`config.mk`:
```
export PLATFORM = sky130hd
export DESIGN_NAME = packet_error_rate_window_top
export DESIGN_NICKNAME = d
export VERILOG_FILES = /design/src/sv/perw_pkg.sv /design/src/sv/perw_div.sv /design/src/sv/packet_error_rate_window_top.sv
export VERILOG_INCLUDE_DIRS = /design/src /design/src/sv
export SDC_FILE = /design/constraint.sdc
export NUM_CORES = 2
export LEC_CHECK = 0
export BUFFER_PORTS_ARGS = -buffer_cell sky130_fd_sc_hd__buf_2
export CAP_MARGIN = 15
export CORE_ASPECT_RATIO = 1.2
export CORE_MARGIN = 1
export CORE_UTILIZATION = 50
export DETAILED_ROUTE_END_ITERATION = 12
export PLACE_DENSITY = 0.7
export SLEW_MARGIN = 40
export SYNTH_ARGS = -nofsm -noshare
export SYNTH_HDL_FRONTEND = slang
export SYNTH_SLANG_ARGS = --single-unit
```
`constraint.sdc`:
```
create_clock -name clk -period 4.3 [get_ports clk]
set_input_delay 0.645 -clock clk [delete_from_list [all_inputs] [get_ports clk]]
set_output_delay 0.645 -clock clk [all_outputs]
set_load 0.02 [all_outputs]
```
`src/sv/assert_macros.svh`:
```
// assertion helpers included by the top-level rtl file
`ifndef ASSERT_MACROS_SVH
`define ASSERT_MACROS_SVH

// same-cycle implication
`define ASSERT_NOW(label, ante, cons) \
	label: assert property (@(posedge clk) disable iff (!arst_n) (ante) |-> (cons)) \
		else $error("assertion failed");

// next-cycle implication
`define ASSERT_NEXT(label, ante, cons) \
	label: assert property (@(posedge clk) disable iff (!arst_n) (ante) |=> (cons)) \
		else $error("assertion failed");

`endif

```
`src/sv/perw_pkg.sv`:
```
package perw_pkg;

	localparam int SUBINT_DEF = 16;
	localparam int SEQ_W      = 7;
	localparam int CNT_W      = 16;
	localparam int TIME_W     = 32;
	localparam int RATE_W     = 7;
	localparam int SUM_W      = 8;
	localparam int NUM_W      = 16;
	localparam int DEN_W      = SUM_W + 1;
	localparam int CFG_W      = 16;

	localparam logic [CFG_W-1:0]  SUBINT_MS_RST = 16'd100;
	localparam logic [RATE_W-1:0] PCT_MAX       = 7'd100;
	localparam logic [NUM_W-1:0]  PCT_X2        = 16'd200;

	typedef struct packed {
		logic [SEQ_W-1:0] first;
		logic [SEQ_W-1:0] last;
		logic [CNT_W-1:0] cnt;
	} entry_t;

	typedef struct packed {
		logic             start;
		logic [NUM_W-1:0] numer;
		logic [DEN_W-1:0] denom;
	} div_req_t;

	typedef struct packed {
		logic             done;
		logic [NUM_W-1:0] quot;
	} div_rsp_t;

endpackage

```
`src/sv/perw_div.sv`:
```
module perw_div
	import perw_pkg::*;
(
	input  logic     clk,
	input  logic     arst_n,
	input  div_req_t req,
	output div_rsp_t rsp
);

	localparam int STEP_W = $clog2(NUM_W);

	logic [NUM_W-1:0]  num_q;
	logic [DEN_W-1:0]  den_q;
	logic [DEN_W-1:0]  rem_q;
	logic [STEP_W-1:0] step_q;
	logic              busy_q;
	logic              done_q;

	logic [DEN_W:0] trial;
	logic [DEN_W:0] diff;
	logic           ge;

	// one quotient bit per cycle, restoring
	assign trial = {rem_q, num_q[NUM_W-1]};
	assign diff  = trial - {1'b0, den_q};
	assign ge    = trial >= {1'b0, den_q};

	always_ff @(posedge clk or negedge arst_n) begin
		if (!arst_n) begin
			num_q  <= '0;
			den_q  <= '0;
			rem_q  <= '0;
			step_q <= '0;
			busy_q <= 1'b0;
			done_q <= 1'b0;
		end else begin
			done_q <= 1'b0;
			if (req.start) begin
				num_q  <= req.numer;
				den_q  <= req.denom;
				rem_q  <= '0;
				step_q <= '0;
				busy_q <= 1'b1;
			end else if (busy_q) begin
				num_q  <= {num_q[NUM_W-2:0], ge};
				rem_q  <= ge ? diff[DEN_W-1:0] : trial[DEN_W-1:0];
				step_q <= step_q + 1'b1;
				if (step_q == STEP_W'(NUM_W - 1)) begin
					busy_q <= 1'b0;
					done_q <= 1'b1;
				end
			end
		end
	end

	assign rsp.done = done_q;
	assign rsp.quot = num_q;

endmodule

```
`src/sv/packet_error_rate_window_top.sv`:
```
// Packet error rate over a sliding window of SUBINTERVALS subintervals. Each input transaction
// is one received message (sequence counter in s_tdata[6:0], arrival time in ms in
// s_tdata[38:7]); the block takes one message at a time and holds s_tready low while it works.
// A message inside the open subinterval, or one whose time moved back, passes through
// ST_CHECK and gives no result. A message that closes the subinterval gives one result
// transaction: the window entries are walked one per cycle through a single accumulate
// unit, then, unless the rate is unavailable or the expected count is zero, the rate goes
// through a bit-serial divider at one quotient bit per cycle. The result register lets
// the next message be accepted before the result is taken; a later rollover waits for it.
// cfg_data sets the subinterval length (reset 100 ms) and is always ready.
`include "assert_macros.svh"

module packet_error_rate_window_top
	import perw_pkg::*;
#(
	parameter int SUBINTERVALS = SUBINT_DEF
) (
	input  logic        clk,
	input  logic        arst_n,
	input  logic        s_tvalid,
	output logic        s_tready,
	input  logic [39:0] s_tdata,   // msg_count[6:0], time_ms[38:7]
	output logic        m_tvalid,
	input  logic        m_tready,
	output logic [7:0]  m_tdata,   // error_rate[6:0]
	output logic        m_tuser,   // unavailable[0]
	input  logic        cfg_valid,
	output logic        cfg_ready,
	input  logic [15:0] cfg_data
);

	localparam int WALK_W = $clog2(SUBINTERVALS);

	typedef enum logic [2:0] {
		ST_IDLE,
		ST_CHECK,
		ST_WALK,
		ST_FINAL,
		ST_DIVGO,
		ST_DIVWAIT,
		ST_OUT
	} state_t;

	state_t             state_q;
	entry_t             win_q [SUBINTERVALS];
	logic [TIME_W-1:0]  newest_q;
	logic [CFG_W-1:0]   sub_q;
	logic [SEQ_W-1:0]   seq_q;
	logic [TIME_W-1:0]  time_q;
	logic [TIME_W-1:0]  diff_q;
	logic [WALK_W-1:0]  walk_q;
	logic [SUM_W-1:0]   exp_q;
	logic [SUM_W-1:0]   rcv_sum_q;
	logic [1:0]         rcv_sat_q;
	logic [SUM_W-1:0]   miss_q;
	logic               any_q;
	logic [SEQ_W-1:0]   firstu_q;
	logic [SEQ_W-1:0]   lastu_q;
	logic [SEQ_W-1:0]   prev_last_q;
	logic [RATE_W-1:0]  rate_q;
	logic               unav_q;
	logic               m_tvalid_q;

	div_req_t div_req;
	div_rsp_t div_rsp;

	// per-entry accumulate unit, always looking at entry 0 of the rotating window
	entry_t           head;
	logic [SEQ_W-1:0] span;
	logic [SEQ_W-1:0] win_span;
	logic [SUM_W-1:0] over;
	logic             link;
	logic [SUM_W-1:0] exp_walk;
	logic [1:0]       sat_walk;
	logic [SUM_W-1:0] exp_fin;

	assign head     = win_q[0];
	assign span     = head.last - head.first + SEQ_W'(1);
	assign over     = (head.cnt > CNT_W'(span)) ? (head.cnt[SUM_W-1:0] - SUM_W'(span)) : '0;
	assign link     = (walk_q != '0) && (prev_last_q == head.first);
	assign exp_walk = exp_q + over + SUM_W'(link);
	assign sat_walk = (head.cnt >= CNT_W'(2)) ? 2'd2 :
		(rcv_sat_q == 2'd2) ? 2'd2 : rcv_sat_q + 2'(head.cnt[0]);
	assign win_span = lastu_q - firstu_q;
	assign exp_fin  = exp_q + SUM_W'(win_span) + SUM_W'(1);

	assign div_req.start = (state_q == ST_DIVGO);
	assign div_req.numer = NUM_W'(miss_q) * PCT_X2 + NUM_W'(exp_q);
	assign div_req.denom = {exp_q, 1'b0};

	perw_div u_div (
		.clk    (clk),
		.arst_n (arst_n),
		.req    (div_req),
		.rsp    (div_rsp)
	);

	always_ff @(posedge clk or negedge arst_n) begin
		if (!arst_n) begin
			state_q     <= ST_IDLE;
			for (int i = 0; i < SUBINTERVALS; i++) begin
				win_q[i] <= '0;
			end
			newest_q    <= '0;
			sub_q       <= SUBINT_MS_RST;
			seq_q       <= '0;
			time_q      <= '0;
			diff_q      <= '0;
			walk_q      <= '0;
			exp_q       <= '0;
			rcv_sum_q   <= '0;
			rcv_sat_q   <= '0;
			miss_q      <= '0;
			any_q       <= 1'b0;
			firstu_q    <= '0;
			lastu_q     <= '0;
			prev_last_q <= '0;
			rate_q      <= '0;
			unav_q      <= 1'b0;
			m_tvalid_q  <= 1'b0;
		end else begin
			if (cfg_valid) begin
				sub_q <= cfg_data;
			end
			if (state_q == ST_OUT) begin
				m_tvalid_q <= 1'b1;
			end else if (m_tvalid_q && m_tready) begin
				m_tvalid_q <= 1'b0;
			end
			unique case (state_q)
				ST_IDLE: begin
					if (s_tvalid) begin
						seq_q   <= s_tdata[SEQ_W-1:0];
						time_q  <= s_tdata[SEQ_W +: TIME_W];
						diff_q  <= s_tdata[SEQ_W +: TIME_W] - newest_q;
						state_q <= ST_CHECK;
					end
				end
				ST_CHECK: begin
					if (diff_q[TIME_W-1]) begin
						// time moved back: restart the newest entry
						win_q[SUBINTERVALS-1].first <= seq_q;
						win_q[SUBINTERVALS-1].last  <= seq_q;
						win_q[SUBINTERVALS-1].cnt   <= CNT_W'(1);
						newest_q <= time_q;
						state_q  <= ST_IDLE;
					end else if (diff_q >= TIME_W'(sub_q)) begin
						// hold until the previous result transaction is gone
						if (!m_tvalid_q || m_tready) begin
							walk_q    <= '0;
							exp_q     <= '0;
							rcv_sum_q <= '0;
							rcv_sat_q <= '0;
							any_q     <= 1'b0;
							state_q   <= ST_WALK;
						end
					end else begin
						win_q[SUBINTERVALS-1].last <= seq_q;
						if (win_q[SUBINTERVALS-1].cnt != '1) begin
							win_q[SUBINTERVALS-1].cnt <= win_q[SUBINTERVALS-1].cnt + 1'b1;
						end
						state_q <= ST_IDLE;
					end
				end
				ST_WALK: begin
					if (head.cnt != '0) begin
						exp_q     <= exp_walk;
						rcv_sum_q <= rcv_sum_q + head.cnt[SUM_W-1:0];
						rcv_sat_q <= sat_walk;
						lastu_q   <= head.last;
						if (!any_q) begin
							any_q    <= 1'b1;
							firstu_q <= head.first;
						end
					end
					prev_last_q <= head.last;
					// full rotation leaves the window as it was
					for (int i = 0; i < SUBINTERVALS - 1; i++) begin
						win_q[i] <= win_q[i+1];
					end
					win_q[SUBINTERVALS-1] <= head;
					walk_q <= walk_q + 1'b1;
					if (walk_q == WALK_W'(SUBINTERVALS - 1)) begin
						state_q <= ST_FINAL;
					end
				end
				ST_FINAL: begin
					if (rcv_sat_q != 2'd2) begin
						rate_q  <= '0;
						unav_q  <= 1'b1;
						state_q <= ST_OUT;
					end else if (exp_fin == '0) begin
						rate_q  <= PCT_MAX;
						unav_q  <= 1'b0;
						state_q <= ST_OUT;
					end else begin
						exp_q   <= exp_fin;
						miss_q  <= exp_fin - rcv_sum_q;
						state_q <= ST_DIVGO;
					end
				end
				ST_DIVGO: begin
					state_q <= ST_DIVWAIT;
				end
				ST_DIVWAIT: begin
					if (div_rsp.done) begin
						unav_q  <= 1'b0;
						rate_q  <= (div_rsp.quot > NUM_W'(PCT_MAX)) ? PCT_MAX :
							div_rsp.quot[RATE_W-1:0];
						state_q <= ST_OUT;
					end
				end
				ST_OUT: begin
					for (int i = 0; i < SUBINTERVALS - 1; i++) begin
						win_q[i] <= win_q[i+1];
					end
					win_q[SUBINTERVALS-1].first <= seq_q;
					win_q[SUBINTERVALS-1].last  <= seq_q;
					win_q[SUBINTERVALS-1].cnt   <= CNT_W'(1);
					newest_q <= time_q;
					state_q  <= ST_IDLE;
				end
				default: begin
					state_q <= ST_IDLE;
				end
			endcase
		end
	end

	assign s_tready  = (state_q == ST_IDLE);
	assign cfg_ready = 1'b1;
	assign m_tvalid  = m_tvalid_q;
	assign m_tdata   = {1'b0, rate_q};
	assign m_tuser   = unav_q;

	`ASSERT_NOW(a_unav_zero, m_tvalid && m_tuser, m_tdata[RATE_W-1:0] == '0)
	`ASSERT_NOW(a_rate_cap, m_tvalid, m_tdata[RATE_W-1:0] <= PCT_MAX)
	`ASSERT_NOW(a_div_done_wait, div_rsp.done, state_q == ST_DIVWAIT)
	`ASSERT_NEXT(a_out_load, (state_q == ST_OUT) && !m_tvalid_q, m_tvalid_q && s_tready)

endmodule

```
==> results by group <==
Timing
  – Hold Fails Final Rpt: 0
  – Post-route clock skew: 0.0277 ns
  – Final setup viols: 5
  – Worst slew margin: 42.7%
  – RSZ-0062 raised after global routing: true
  – Tightest Pin Transition: about 0.86 ns
  – Hold Slack: ~0.053 ns
  – Part of the cycle the worst path needs: 105%
  – Setup TNS: -0.801 ns
  – Final slew viol count: 0
  – Max Freq: around 220 MHz
  – Minimum clock period: 4.52 ns
  – PnR worst setup slack: -0.223 ns

Worst hold path
  – Min-Delay Path Class: input pin to asynchronous set/reset pin

Place
  – Detail Placement HPWL: between 40,000 and 50,000 um
  – Placement Cell Area: approximately 34,000 um^2
  – Final GP Congestion: roughly 0.85
  – Port Buffers: 69

Logic synthesis
  – Sequential fraction of the synthesis area: between 50% and 60%
  – Yosys top cell area share: a little over half
  – Synth Area per Inst: slightly below 9 um^2
  – Post-Synthesis Cells: roughly 3,700
  – Synth unique cells: between 70 and 80
  – Post-synth top flop: dfrtp_1
  – Largest area contributor in the netlist: dfrtp_1
  – Yosys warns: 0
  – Post-synth top cells: nand2_1, dfrtp_1, o21ai_0
  – Post-synth EDFFs: 0
  – Syn Nets: ~3,900
  – Asr flop ratio synth: 100%
  – #FFs+latches synth: roughly 700
  – Synthesized area: around 33,000 um^2
  – Most common cell in the netlist: nand2_1
  – Top cells by area, synth: dfrtp_1, nand2_1, ha_1, o21ai_0, a21oi_1

Floorplanning
  – Die Width: between 200 and 250 um
  – Initial core utilization: between 50 and 60%
  – Die ar.: ~66,000 um^2
  – Die Y: approximately 280 um
  – Core ar.: about 64,000 um^2
  – I/O Pins: 73
  – Row cnt: roughly 100

Power
  – Comb pwr share: 34.0%
  – P_sw: 8.80 mW
  – Clk pwr share: between 20% and 30%
  – Power per cell area: 655 nW/um^2
  – VDD IR max: ~0.55 mV
  – Pint: around 15 mW
  – P_leak: roughly 19 nW
  – Switching Share: 36.6%
  – Seq pwr share: about 39%

Worst setup path
  – Startpoint types: flop
  – Reg-to-reg startpoint: head[24]$_DFFE_PN0N_
  – Crit-path max FO: 3
  – Crit-path slowest cell: dfrtp_1
  – Crit path DAT: roughly 5.0 ns
  – Cell chain of the critical path: ha_4 > inv_2 > ha_4 > fa_2 > a21oi_2 > nor2_1 > nor2_1 > xor2_1 > ha_1 > a21o_1 > a2111oi_4 > o21a_2 > nor2_4 > fa_2 > fa_2 > a21o_1 > a21oi_2 > buf_4 > xnor2_1 > nor2_1 > a21oi_1 > o31ai_1
  – Stages on worst setup path: 22
  – Worst Path Buf+Inv: 2
  – Critical path data required time: slightly below 5 ns
  – Internal reg-to-reg setup slack: -0.22 ns
  – Crit-path leading delay family: adder cells
  – Max incr delay on CP: 0.41 ns
  – Critical path capture point type: flop
  – R2r endpoint: exp_q[4]$_DFFE_PN0P_
  – Worst setup path class: flop to flop
  – Reg2reg path depth: 22

Clock network
  – CTS H-tree lvls: 3
  – CTS root buf: clkbuf_16
  – Clk_lat worst skew: between 0.6 and 0.7 ns
  – CTS Buf Count: 74
  – CTS tree: yes
  – Clock slew at reported path FFs: roughly 0.060 ns
  – Clock Sink Count: 702
  – CTS max path bufs: 3

Detailed routing
  – Remaining antenna violation count: 0
  – Routed len/inst: around 14 um
  – Routed Wire Length: roughly 67,000 um
  – DRT iter0 DRCs: between 1,500 and 2,000
  – Drt drc: 0
  – Drt first pass iters: 5
  – Detailed-route via count: between 20,000 and 25,000
  – Vias/cell: about 5.2

Status
  – Failing checks: negative setup slack
  – Run status: finished, violations left

Final layout
  – Layout area overhead: 12.9%
  – Nets@finish: 3,955
  – Antenna cells: 0
  – Final instance area: roughly 37,000 um^2
  – Layout cells sized above 1: between 9 and 10%
  – # fillers: approximately 5,700

GRT
  – Total congestion overflow: 0
  – First-pass GRT wire length: ~110,000 um
  – GR Util All Layers: ~21%
  – Initial antenna violation count: 0
  – Pin count of the biggest net entering global routing: roughly 170
  – Vias in the first global route: between 20,000 and 25,000

Job
  – Max Cap Violations: 0
-- per-layer routing --
layer / wire (um) / track usage (%) / vias to the layer above / part of all wire (%)
met1: 30200 / 27.1 / 11552 / 45
met5: 0 / 0 / - / 0
met3: 1990 / 2.55 / 114 / 3.0
met2: 32500 / 35.5 / 320 / 49
met4: 1890 / 7.73 / 0 / 2.8
li1: - / - / 11930 / -
-- sequential cells by signal, indices dropped and copies added (netlist names), 9 cells and up --
name         cells
time_q          32
newest_q        32
head            30
diff_q          32
win_q          450
u_div.num_q     16
sub_q           16
u_div.rem_q      9
-- through the flow --
step	power [mW]	setup slack, ns	std cells	utilization, %
floorplan	15.1	-0.114	3687	-
CTS	24.2	-0.234	4622	56.8
global placement	17.1	-0.175	4482	52.7
global route	25.8	-0.481	4624	57.0
finish	24.0	-0.223	4624	57.0
detailed placement	17.4	-0.208	4487	52.9
-- power by group through the flow --
stage	Combinational, mW	Clock [mW]	Sequential, mW
2_1_floorplan	6.07	0	9.06
3_3_place_gp	7.81	0	9.33
3_5_place_dp	8.07	0	9.38
4_1_cts	8.20	6.77	9.28
5_1_grt	9.29	7.02	9.47
6_report	8.17	6.60	9.28
-- final cells by class --
cell class	instances	area [um^2]	share of cell area [%]
Clock buffer	100	2100	5.72
Clock inverter	32	403	1.10
Inverter	142	533	1.45
Multi-Input combinational cell	2672	13900	38.0
Sequential cell	702	17600	47.9
Tap cell	832	1040	2.84
Timing Repair Buffer	144	1110	3.04
-- cells in the final DEF (no fill, tap or decap), types with 7 or more instances in the layout --
cell	n
a21oi_2	7
clkbuf_1	12
fa_1	11
bufinv_16	8
ha_1	140
clkbuf_8	13
nor3_1	24
nand2_1	1635
dfrtp_1	699
buf_2	68
nand4_1	18
nand2b_1	14
o21a_1	9
inv_1	139
o21bai_1	11
a22oi_1	8
buf_4	58
a21o_1	31
xnor2_1	59
and2_1	14
nor2_1	108
nor4_1	8
buf_12	11
o211ai_1	7
o22ai_1	10
o21ai_0	186
clkinv_2	15
a21oi_1	109
o31ai_1	14
nand3_1	25
xor2_1	40
a211oi_1	20
nor2b_1	18
mux2i_1	18
mux2_2	18
clkbuf_16	75
-- worst max path at each step --
stage                         start              endpoint  slack (ns)
2_1_floorplan  head[24]$_DFFE_PN0N_  exp_q[6]$_DFFE_PN0P_       -0.11
3_3_place_gp   head[17]$_DFFE_PN0N_  exp_q[6]$_DFFE_PN0P_       -0.17
3_5_place_dp   head[17]$_DFFE_PN0N_  exp_q[6]$_DFFE_PN0P_       -0.21
4_1_cts        head[17]$_DFFE_PN0N_  exp_q[6]$_DFFE_PN0P_       -0.23
5_1_grt        head[24]$_DFFE_PN0N_  exp_q[4]$_DFFE_PN0P_       -0.48
6_report       head[24]$_DFFE_PN0N_  exp_q[4]$_DFFE_PN0P_       -0.22
-- cell families (layout without fill, tap and decap cells) --
| logic type | count (synthesis) | count (layout) | synth area share (%) |
|---|---|---|---|
| compound gates | 472 | 472 | 8.89 |
| flops | 702 | 702 | 54.0 |
| buf+inv | 313 | 418 | 3.71 |
| simple gates | 1904 | 1904 | 23.1 |
| fa+ha+maj | 158 | 158 | 6.40 |
| mux | 36 | 36 | 1.18 |
| other cells | 2 | 2 | 0.0231 |
| xor+xnor | 100 | 100 | 2.69 |
-- timing repair --
item                       in CTS  in global routing
setup endpoints to repair       4                  6
buffers inserted                3                  2
resized for setup              10                 11
pin swaps                      12                 12
hold buffers                    0                  0
Power figures use the tool's default switching activity.
